<file path="src/rtl/core/hfn_pkg.sv">
// Shared constants and types for the Hermitian Frobenius norm block.
// Used by the controller, the datapath and the top level.
package hfn_pkg;

   localparam int ENTRY_BITS    = 16;
   localparam int MAX_ORDER     = 256;
   localparam int POS_BITS      = 8;
   localparam int SIZE_BITS     = 9;
   localparam int SQ_BITS       = 2 * ENTRY_BITS;
   localparam int SUM_BITS      = 50;
   localparam int NORM_BITS     = 25;
   localparam int CSR_IDX_BITS  = 2;
   localparam int CSR_DATA_BITS = 9;

   localparam logic [CSR_IDX_BITS-1:0] REG_MATRIX_SIZE    = 2'd0;
   localparam logic [CSR_IDX_BITS-1:0] REG_UPPER_TRIANGLE = 2'd1;
   localparam logic [CSR_IDX_BITS-1:0] REG_COMPLEX        = 2'd2;

   localparam logic [SIZE_BITS-1:0] SIZE_RESET    = 9'd256;
   localparam logic [SIZE_BITS-1:0] SIZE_MAX      = 9'd256;
   localparam logic [POS_BITS-1:0]  POS_MAX       = 8'd255;
   localparam logic [SUM_BITS-1:0]  SUM_CAP       = {SUM_BITS{1'b1}};
   localparam logic [SUM_BITS-1:0]  ROOT_START    = 50'd1 << 48;

   typedef struct packed {
      logic accept;
      logic root_step;
      logic load_out;
   } hfn_cmd_type;

   typedef struct packed {
      logic last_item;
      logic root_last;
   } hfn_stat_type;

endpackage

</file>
<file path="src/rtl/core/hfn_ctrl.sv">
// Controller for the Frobenius norm block: input gating, root sequencing, result beat.
// Depends on hfn_pkg for the command and status structs.
module hfn_ctrl import hfn_pkg::*; (
   input  logic         clock,
   input  logic         reset,
   input  logic         req_valid,
   output logic         req_stall,
   output logic         rsp_valid,
   input  logic         rsp_stall,
   input  hfn_stat_type stat,
   output hfn_cmd_type  cmd
);

   localparam logic [1:0] ST_RUN   = 2'd0;
   localparam logic [1:0] ST_DRAIN = 2'd1;
   localparam logic [1:0] ST_ROOT  = 2'd2;
   localparam logic [1:0] ST_HOLD  = 2'd3;

   logic [1:0] state_ff, state_in;
   logic       rsp_valid_ff, rsp_valid_in;
   logic       out_free;

   assign req_stall = (state_ff != ST_RUN);
   assign rsp_valid = rsp_valid_ff;
   assign out_free  = !rsp_valid_ff || !rsp_stall;

   always_comb begin
      cmd.accept    = req_valid && (state_ff == ST_RUN);
      cmd.root_step = (state_ff == ST_ROOT);
      cmd.load_out  = (state_ff == ST_HOLD) && out_free;
   end

   always_comb begin
      state_in = state_ff;
      unique case (state_ff)
         ST_RUN: begin
            if (cmd.accept && stat.last_item) state_in = ST_DRAIN;
         end
         ST_DRAIN: begin
            state_in = ST_ROOT;
         end
         ST_ROOT: begin
            if (stat.root_last) state_in = ST_HOLD;
         end
         ST_HOLD: begin
            if (out_free) state_in = ST_RUN;
         end
         default: begin
            state_in = ST_RUN;
         end
      endcase
   end

   always_comb begin
      rsp_valid_in = rsp_valid_ff;
      priority if (cmd.load_out) begin
         rsp_valid_in = 1'b1;
      end else if (rsp_valid_ff && !rsp_stall) begin
         rsp_valid_in = 1'b0;
      end
   end

   always_ff @(posedge clock) begin
      if (reset) begin
         state_ff     <= ST_RUN;
         rsp_valid_ff <= 1'b0;
      end else begin
         state_ff     <= state_in;
         rsp_valid_ff <= rsp_valid_in;
      end
   end

   a_rsp_from_hold: assert property (@(posedge clock) disable iff (reset)
      $rose(rsp_valid_ff) |-> $past(state_ff) == ST_HOLD)
      else $error("result beat raised outside hold");

   a_drain_to_root: assert property (@(posedge clock) disable iff (reset)
      (state_ff == ST_RUN) && cmd.accept && stat.last_item |=> ##1 state_ff == ST_ROOT)
      else $error("last entry did not start the root");

endmodule

</file>
<file path="src/rtl/core/hfn_dp.sv">
// Datapath for the Frobenius norm block: config registers, positions, squaring,
// accumulation and the bit-serial square root. Depends on hfn_pkg.
module hfn_dp import hfn_pkg::*; (
   input  logic                            clock,
   input  logic                            reset,
   input  hfn_cmd_type                     cmd,
   output hfn_stat_type                    stat,
   input  logic                            csr_write,
   input  logic [CSR_IDX_BITS-1:0]         csr_index,
   input  logic [CSR_DATA_BITS-1:0]        csr_data,
   input  logic signed [ENTRY_BITS-1:0]    entry_real,
   input  logic signed [ENTRY_BITS-1:0]    entry_imag,
   output logic [NORM_BITS-1:0]            norm_value,
   output logic [SUM_BITS-1:0]             sum_of_squares
);

   logic [SIZE_BITS-1:0]  size_ff;
   logic                  upper_ff;
   logic                  complex_ff;
   logic [POS_BITS-1:0]   row_ff, row_in;
   logic [POS_BITS-1:0]   col_ff, col_in;
   logic [POS_BITS-1:0]   last_pos;
   logic                  used;
   logic [ENTRY_BITS-1:0] mag_re, mag_im;

   logic                  s1_valid_ff;
   logic                  s1_last_ff;
   logic                  s1_offdiag_ff;
   logic [SQ_BITS-1:0]    sq_re_ff, sq_re_in;
   logic [SQ_BITS-1:0]    sq_im_ff, sq_im_in;

   logic [SQ_BITS:0]      term;
   logic [SUM_BITS:0]     sum_wide;
   logic [SUM_BITS-1:0]   sum_sat;
   logic [SUM_BITS-1:0]   sum_ff;
   logic [SUM_BITS-1:0]   total_ff;

   logic [SUM_BITS-1:0]   rem_ff, rem_in;
   logic [SUM_BITS-1:0]   root_ff, root_in;
   logic [SUM_BITS-1:0]   bit_ff, bit_in;
   logic [SUM_BITS-1:0]   trial;

   logic [NORM_BITS-1:0]  norm_ff;
   logic [SUM_BITS-1:0]   out_sum_ff;

   // clamp the order into 1..MAX_ORDER
   always_comb begin
      priority if (size_ff == '0) begin
         last_pos = '0;
      end else if (size_ff > SIZE_MAX) begin
         last_pos = POS_MAX;
      end else begin
         last_pos = POS_BITS'(size_ff - 9'd1);
      end
   end

   assign used   = upper_ff ? (row_ff <= col_ff) : (row_ff >= col_ff);
   assign mag_re = entry_real[ENTRY_BITS-1] ? (~entry_real + 16'd1) : entry_real;
   assign mag_im = entry_imag[ENTRY_BITS-1] ? (~entry_imag + 16'd1) : entry_imag;

   assign stat.last_item = (row_ff >= last_pos) && (col_ff >= last_pos);
   assign stat.root_last = bit_ff[0];

   always_comb begin
      row_in = row_ff;
      col_in = col_ff;
      if (row_ff >= last_pos) begin
         row_in = '0;
         col_in = (col_ff >= last_pos) ? '0 : col_ff + 8'd1;
      end else begin
         row_in = row_ff + 8'd1;
      end
   end

   assign sq_re_in = used ? SQ_BITS'(mag_re) * SQ_BITS'(mag_re) : '0;
   assign sq_im_in = (used && complex_ff) ? SQ_BITS'(mag_im) * SQ_BITS'(mag_im) : '0;

   // stage two: weight, add, saturate
   always_comb begin
      term = {1'b0, sq_re_ff} + {1'b0, sq_im_ff};
      if (s1_offdiag_ff) term = {term[SQ_BITS-1:0], 1'b0};
      sum_wide = {1'b0, sum_ff} + (SUM_BITS + 1)'(term);
      sum_sat  = sum_wide[SUM_BITS] ? SUM_CAP : sum_wide[SUM_BITS-1:0];
   end

   assign trial = root_ff + bit_ff;

   always_comb begin
      rem_in  = rem_ff;
      root_in = root_ff;
      bit_in  = bit_ff;
      priority if (s1_valid_ff && s1_last_ff) begin
         rem_in  = sum_sat;
         root_in = '0;
         bit_in  = ROOT_START;
      end else if (cmd.root_step) begin
         if (rem_ff >= trial) begin
            rem_in  = rem_ff - trial;
            root_in = (root_ff >> 1) + bit_ff;
         end else begin
            root_in = root_ff >> 1;
         end
         bit_in = bit_ff >> 2;
      end
   end

   always_ff @(posedge clock) begin
      if (reset) begin
         size_ff     <= SIZE_RESET;
         upper_ff    <= 1'b1;
         complex_ff  <= 1'b0;
         row_ff      <= '0;
         col_ff      <= '0;
         s1_valid_ff <= 1'b0;
         sum_ff      <= '0;
      end else begin
         if (csr_write) begin
            unique case (csr_index)
               REG_MATRIX_SIZE:    size_ff    <= csr_data;
               REG_UPPER_TRIANGLE: upper_ff   <= csr_data[0];
               REG_COMPLEX:        complex_ff <= csr_data[0];
               default: begin
               end
            endcase
         end
         if (cmd.accept) begin
            row_ff <= row_in;
            col_ff <= col_in;
         end
         s1_valid_ff <= cmd.accept;
         if (s1_valid_ff) begin
            sum_ff <= s1_last_ff ? '0 : sum_sat;
         end
      end
   end

   always_ff @(posedge clock) begin
      if (cmd.accept) begin
         sq_re_ff      <= sq_re_in;
         sq_im_ff      <= sq_im_in;
         s1_last_ff    <= stat.last_item;
         s1_offdiag_ff <= (row_ff != col_ff);
      end
      if (s1_valid_ff && s1_last_ff) total_ff <= sum_sat;
      rem_ff  <= rem_in;
      root_ff <= root_in;
      bit_ff  <= bit_in;
      if (cmd.load_out) begin
         norm_ff    <= root_ff[NORM_BITS-1:0];
         out_sum_ff <= total_ff;
      end
   end

   assign norm_value     = norm_ff;
   assign sum_of_squares = out_sum_ff;

   a_last_flag: assert property (@(posedge clock) disable iff (reset)
      cmd.accept && stat.last_item |=> s1_valid_ff && s1_last_ff)
      else $error("last entry lost its flag in stage one");

   a_bit_onehot: assert property (@(posedge clock) disable iff (reset)
      cmd.root_step |-> $onehot(bit_ff))
      else $error("root bit is not one-hot");

   a_root_exact: assert property (@(posedge clock) disable iff (reset)
      cmd.load_out |->
         (52'(root_ff[NORM_BITS-1:0]) * 52'(root_ff[NORM_BITS-1:0]) <= 52'(total_ff)) &&
         ((52'(root_ff[NORM_BITS-1:0]) + 52'd1) * (52'(root_ff[NORM_BITS-1:0]) + 52'd1)
            > 52'(total_ff)))
      else $error("square root is not the floor root");

endmodule

</file>
<file path="src/rtl/core/hermitian_frobenius_norm.sv">
// Top level of the streaming Frobenius norm of a Hermitian matrix.
// Depends on hfn_pkg, hfn_ctrl and hfn_dp.
//
//   channel  direction  handshake              payload
//   req      in         req_valid / req_stall  req_entry_real, req_entry_imag
//   rsp      out        rsp_valid / rsp_stall  rsp_norm_value, rsp_sum_of_squares
//   csr      in         csr_valid / csr_ready  csr_index, csr_data
//
// One entry per cycle while a matrix streams in; squaring and accumulation form
// a two-stage pipe. After the last entry of a matrix, no beat is taken while the
// pipe drains, the one-bit-per-cycle square root runs and the result register is
// loaded. Reset is synchronous and clears the sum and positions. The result
// register holds its beat while rsp_stall is high.
module hermitian_frobenius_norm import hfn_pkg::*; (
   input  logic                          clock,
   input  logic                          reset,
   input  logic                          req_valid,
   output logic                          req_stall,
   input  logic signed [ENTRY_BITS-1:0]  req_entry_real,
   input  logic signed [ENTRY_BITS-1:0]  req_entry_imag,
   output logic                          rsp_valid,
   input  logic                          rsp_stall,
   output logic [NORM_BITS-1:0]          rsp_norm_value,
   output logic [SUM_BITS-1:0]           rsp_sum_of_squares,
   input  logic                          csr_valid,
   output logic                          csr_ready,
   input  logic [CSR_IDX_BITS-1:0]       csr_index,
   input  logic [CSR_DATA_BITS-1:0]      csr_data
);

   hfn_cmd_type  cmd;
   hfn_stat_type stat;

   assign csr_ready = 1'b1;

   hfn_ctrl u_ctrl (
      .clock     (clock),
      .reset     (reset),
      .req_valid (req_valid),
      .req_stall (req_stall),
      .rsp_valid (rsp_valid),
      .rsp_stall (rsp_stall),
      .stat      (stat),
      .cmd       (cmd)
   );

   hfn_dp u_dp (
      .clock          (clock),
      .reset          (reset),
      .cmd            (cmd),
      .stat           (stat),
      .csr_write      (csr_valid && csr_ready),
      .csr_index      (csr_index),
      .csr_data       (csr_data),
      .entry_real     (req_entry_real),
      .entry_imag     (req_entry_imag),
      .norm_value     (rsp_norm_value),
      .sum_of_squares (rsp_sum_of_squares)
   );

endmodule

</file>
<file path="config.mk">
export PLATFORM = sky130hd
export DESIGN_NAME = hermitian_frobenius_norm
export DESIGN_NICKNAME = d
export VERILOG_FILES = /design/src/rtl/core/hfn_pkg.sv /design/src/rtl/core/hfn_ctrl.sv /design/src/rtl/core/hfn_dp.sv /design/src/rtl/core/hermitian_frobenius_norm.sv
export SDC_FILE = /design/constraint.sdc
export NUM_CORES = 2
export LEC_CHECK = 0
export CORE_MARGIN = 4
export CORE_UTILIZATION = 40
export DETAILED_ROUTE_END_ITERATION = 12
export DONT_BUFFER_PORTS = 1
export SYNTH_ARGS = -nofsm -noshare
export SYNTH_HDL_FRONTEND = slang
export SYNTH_SLANG_ARGS = --single-unit
export TNS_END_PERCENT = 20
</file>
<file path="constraint.sdc">
create_clock -name clock -period 9.3 [get_ports clock]
set_clock_uncertainty 0.2 [all_clocks]
set_input_delay 1.86 -clock clock [delete_from_list [all_inputs] [get_ports clock]]
set_output_delay 1.86 -clock clock [all_outputs]
set_load 0.005 [all_outputs]
</file>
; Word-level counts from Yosys, hierarchy flattened
; Cells that the tools add are included.
; W data, S select, Z words.
[totals]
ff_bits = 397
input_bits = 48
[op_classes]
add_sub_neg = 10
mul = 2
n_lt_le_gt_ge = 6
eq_ne = 9
mux = 20
n_bitwise = 2
n_reduce_logical = 23
[ops]
columns = cell, count
row1 = $mux W50, 6
row2 = $mul A16 B16 Y32, 2
row3 = $add A50 B33 Y51, 1
row4 = $add A49 B49 Y50, 1
row5 = $add A50 B49 Y50, 1
row6 = $ge A50 B50 Y1, 1
row7 = $sub A50 B50 Y50, 1
row8 = $add A32 B32 Y33, 1
row9 = $mux W33, 1
row10 = $add A16 B1 Y16 const B, 2
row11 = $mux W16, 2
row12 = $mux W8, 4
row13 = $not A16 Y16, 2
row14 = $ge A8 B8 Y1, 3
row15 = $add A8 B1 Y8 const B, 2
row16 = $reduce_and A2 Y1, 5
row17 = $gt A9 B9 Y1 const B, 1
row18 = $logic_not A9 Y1, 1
row19 = $le A8 B8 Y1, 1
row20 = $ne A8 B8 Y1, 1
row21 = $pmux W2 S4, 1
row22 = $reduce_bool A2 Y1, 4
row23 = $sub A8 B1 Y8 const B, 1
row24 = $logic_and A1 B1 Y1, 7
row25 = other kinds (10), 20

; Logic depth before layout (Yosys ltp)
[logic_depth]
depth_word = 8
mapped_depth = 33
ltp_nobuf = 32

; Hierarchy
; From an unflattened synthesis, not the netlist that was laid out.
[hier_totals]
hier_cells = 4350
area_unflattened_um2 = 39273.9
[by_module_without_submodules]
columns = module, instances, cells_per_inst, area_per_inst_um2, seq_area_each_um2
row1 = hfn_dp, 1, 4323, 39046.2, 10239.8
row2 = hfn_ctrl, 1, 25, 216.5, 60.1
row3 = hermitian_frobenius_norm, 1, 2, 11.3, 0.0

; Worst setup path before layout
; Ideal clock, no wire load.
[synth_path]
path_kind = input -> register
startpoint = input port req_entry_real[0]
endpoint = register u_dp.sq_re_ff[29], data pin
setup_time_ns = 0.259
arrival_time_ns = 9.151
slack_ns = -0.309
stages = 30
path_cell_list = clkinv_1 -> clkbuf_1 -> ha_1 -> nand3b_1 -> nor2_1 -> nand2_1 -> o31ai_1 -> xor2_1 -> clkinv_1 -> nand2_1 -> fa_1 -> fa_1 -> inv_1 -> fa_1 -> fa_1 -> fa_1 -> inv_1 -> fa_1 -> inv_1 -> ha_1 -> a21o_1 -> a21o_1 -> a21o_1 -> a2111oi_0 -> o31ai_1 -> a211oi_1 -> o31ai_1 -> nand2_1 -> nor4_1 -> a211o_1
[synth_via]
elab_chain_len = 4
[synth_lines]
columns = item, line
row1 = start: declaration, hermitian_frobenius_norm.sv:19  ; input logic signed [ENTRY_BITS-1:0] req_entry_real,
row2 = $not A16 Y16, hfn_dp.sv:58  ; assign mag_re = entry_real[ENTRY_BITS-1] ? (~entry_real + 16'd1) : entry_real;
row3 = $add A16 B1 Y16, hfn_dp.sv:58
row4 = $mux W16 *, hfn_dp.sv:58
row5 = $mul A16 B16 Y32 *, hfn_dp.sv:75  ; assign sq_re_in = used ? SQ_BITS'(mag_re) * SQ_BITS'(mag_re) : '0;
row6 = end signal: assignment, hfn_dp.sv:139  ; sq_re_ff <= sq_re_in;
row7 = end: declaration, hfn_dp.sv:29  ; logic [SQ_BITS-1:0] sq_re_ff, sq_re_in;
; Every way passes the cells marked *; elsewhere a longest branch is shown, timed or not.
; A chain may end at the register's enable or synchronous reset.

; Worst setup path after layout
[layout_path]
startpoint = input port req_entry_imag[3]
endpoint = register u_dp.sq_im_ff[31], data pin
[layout_via]
elab_chain_len = 4
[layout_lines]
columns = item, line
row1 = start: declaration, hermitian_frobenius_norm.sv:20  ; input logic signed [ENTRY_BITS-1:0] req_entry_imag,
row2 = $not A16 Y16, hfn_dp.sv:59  ; assign mag_im = entry_imag[ENTRY_BITS-1] ? (~entry_imag + 16'd1) : entry_imag;
row3 = $add A16 B1 Y16, hfn_dp.sv:59
row4 = $mux W16 *, hfn_dp.sv:59
row5 = $mul A16 B16 Y32 *, hfn_dp.sv:76  ; assign sq_im_in = (used && complex_ff) ? SQ_BITS'(mag_im) * SQ_BITS'(mag_im) : '0;
row6 = end signal: assignment, hfn_dp.sv:140  ; sq_im_ff <= sq_im_in;
row7 = end: declaration, hfn_dp.sv:30  ; logic [SQ_BITS-1:0] sq_im_ff, sq_im_in;
; Marked as above.

==> impl_metrics.csv <==
group,metric,value,unit
floorplan,rows,115,
sta,fmax,113,MHz
logic_synthesis,seq_area_frac_synth,25.9,%
sta,rsz0062_at_grt,"false",
global_route,gr-total-overflow,0,
logic_synthesis,postSynthAreaPerCell,9.05,um^2
sta,hold_viol_final,0,
setup_path,worstPathArrival,9.05,ns
cts,clockBufferDepth,3,
detailed_routing,wl_per_cell,17.7,um
logic_synthesis,ys_warn_count,0,
sta,slew_viol_final,0,
logic_synthesis,async_flop_share,0,%
sta,min_period_over_period,94.8,%
cells_and_area,area.growth.synth_to_final,9.58,%
cts,clock_sinks,395,
logic_synthesis,synth_area_leader_cell,"edfxtp_1",
detailed_routing,num_vias,30840,
sta,setup_viol,0,
logic_synthesis,yosys-top-cells-area,"edfxtp_1, fa_1, ha_1, dfxtp_1, inv_1",
floorplan,die_w,323,um
setup_path,startpoint_type,"primary input",
floorplan,pin_count,126,
detailed_routing,firstDrtPassIters,7,
cells_and_area,drive_gt1_share,6.83,%
min_path,min_path_type,"flip-flop to flip-flop",
logic_synthesis,ys_ff_latch,395,
floorplan,dieArea,104000,um^2
sta,tightest_slew,1.07,ns
logic_synthesis,synth_edf_count,239,
floorplan,start_util,40.4,%
logic_synthesis,synth_top_area_share,18.1,%
global_route,grt_pass1_wl,165000,um
cts,clk_pin_slew_worst_paths,0.06,ns
setup_path,critPathMaxFanout,5,
logic_synthesis,synth_area,39700,um^2
detailed_routing,drt_wl_total,102000,um
logic_synthesis,ys.flop_type,"edfxtp_1",
floorplan,die_height,323,um
detailed_routing,post-route-drc-count,0,
sta,relSlewSlack,28.7,%
setup_path,endpoint_kind,"flip-flop",
cells_and_area,postLayoutCoreUtil,44.2,%
floorplan,core_area,98400,um^2
logic_synthesis,syn_inst,4390,
placed_design,io_buffers,0,
sta,whs,0.212,ns
setup_path,critPathRequiredTime,9.53,ns
sta,period_needed,8.82,ns
cts,cts_max_level,2,
placed_design,hpwlAfterDp,81400,um
global_route,grt_antenna_before_repair,0,
logic_synthesis,synth_cell_types,91,
setup_path,crit_type,"primary input to flip-flop",
run,drv_cap,0,
global_route,grt_max_degree,104,
cells_and_area,nNetsFinal,5208,
global_route,grt_pass1_vias,30866,
global_route,grt.total_usage,19.6,%
detailed_routing,antenna_left,0,
cts,numCtsBuffers,46,
placed_design,place_congestion,0.891,
detailed_routing,drtIter0Drc,1712,
cts,cts-root-buf,"clkbuf_16",
status,status,"finished clean",
detailed_routing,avgViaCountPerCell,5.35,
cts,clkLatencyLatePin,0.60,ns
cells_and_area,diodes,0,
cts,cts_tree,"built",
-- worst max-delay path, cell delays in order --
cell and delay, ns:
or4_1 0.52, or2_1 0.25, o41ai_2 0.27, nand2b_1 0.13, o21ai_0 0.21, xnor2_1 0.28, buf_4 0.21, nand2_1 0.06
fa_1 0.52, fa_1 0.55, inv_1 0.05, fa_1 0.48, fa_1 0.47, fa_1 0.51, inv_1 0.05, fa_1 0.47
inv_1 0.04, ha_1 0.28, a21o_1 0.16, a21o_1 0.18, a21o_1 0.19, a21oi_1 0.15, nor2_1 0.06, o211ai_1 0.22
a311oi_1 0.13, o31a_1 0.30, or3_1 0.31, a21oi_1 0.14
-- cell usage in the layout, fill, tap and decap left out, types with 117 or more instances in the layout --
master,count
fa_1,328
nand2_1,373
xnor2_1,177
buf_4,126
a21oi_1,230
o21ai_0,180
a21o_1,117
nor2_1,456
inv_1,545
dfxtp_1,156
edfxtp_1,239
ha_1,390
-- timing repair --
item,in CTS,in global routing
setup endpoints to repair,0,2
hold endpoints to repair,0,0
buffers inserted,0,0
hold buffers,0,0
resized for setup,0,1
-- worst paths after layout --
path / end / slack, ns / depth (start not counted) / from
worst max-delay path: u_dp.sq_im_ff[31] / 0.48 / 28 / req_entry_imag[3]
worst min-delay path: u_dp.sum_of_squares[11] / 0.21 / 0 / u_dp.total_ff[11]
worst max register to register: u_dp.root_ff[30] / 2.15 / 20 / u_dp.root_ff[2]
worst min register to register: u_dp.sum_of_squares[11] / 0.21 / 0 / u_dp.total_ff[11]
-- Yosys cell counts, types with 33 or more instances --
cell and count:
nor2b_1 33, dfxtp_1 156, o21bai_1 44, edfxtp_1 239, nand2_1 374, nand4_1 45, nor3_1 79, nand3_1 69
xnor2_1 177, o21ai_0 181, nor2_1 459, a211oi_1 63, mux2i_1 42, clkbuf_1 122, ha_1 391, xor2_1 110
inv_1 545, o21a_1 51, a21o_1 117, a31oi_1 60, fa_1 328, a21oi_1 230
-- layout make-up --
class / instances / area [um^2]
Inverter: 562 / 2120
Tap cell: 1287 / 1610
Sequential cell: 395 / 10300
Clock inverter: 26 / 359
Fill cell: 9654 / 54900
Clock buffer: 60 / 1280
Timing Repair Buffer: 127 / 966
Multi-Input combinational cell: 3309 / 26900
-- sequential cells by signal, summed over array words and instances, names as in the netlist --
signal,count
u_ctrl.rsp_valid,1
u_ctrl.state_ff,2
u_dp.bit_ff,25
u_dp.col_ff,8
u_dp.complex_ff,1
u_dp.norm_value,25
u_dp.rem_ff,50
u_dp.root_ff,50
u_dp.row_ff,8
u_dp.s1_last_ff,1
u_dp.s1_offdiag_ff,1
u_dp.s1_valid_ff,1
u_dp.size_ff,9
u_dp.sq_im_ff,31
u_dp.sq_re_ff,31
u_dp.sum_ff,50
u_dp.sum_of_squares,50
u_dp.total_ff,50
u_dp.upper_ff,1
-- routing by layer --
| metal | track usage [%] | vias to the layer above | wire, um | share of wire [%] |
|---|---|---|---|---|
| met2 | 35.0 | 611 | 51000 | 50 |
| met1 | 25.3 | 14886 | 44400 | 44 |
| met3 | 1.91 | 134 | 3860 | 3.8 |
| li1 | - | 15209 | - | - |
| met5 | 0 | - | 0 | 0 |
| met4 | 5.18 | 0 | 2580 | 2.5 |
-- through the flow --
step           worst slack, ns  instances  TNS (ns)  area [um^2]
2_1_floorplan         -0.00945       4411  -0.00945        39800
3_3_place_gp            -0.129       5680    -0.181        41900
3_5_place_dp            -0.220       5680    -0.775        41900
4_1_cts                  0.390       5766         0        43500
5_1_grt                 0.0727       5766         0        43500
6_report                 0.482       5766         0        43500
-- kinds of logic (layout without fill, tap and decap cells) --
kind of cell	count (synthesis)	after routing	share of synthesized area [%]
simple gates	1230	1230	13.9
flops	395	395	25.9
fa+ha+maj	720	720	28.9
other cells	2	23	0.0189
buf+inv	707	775	6.77
compound gates	982	982	16.4
mux	67	67	1.77
xor+xnor	287	287	6.33
Power is left out: the tool's default activity adds up to more than one toggle a clock period on the data nets, which glitch-free logic cannot reach.
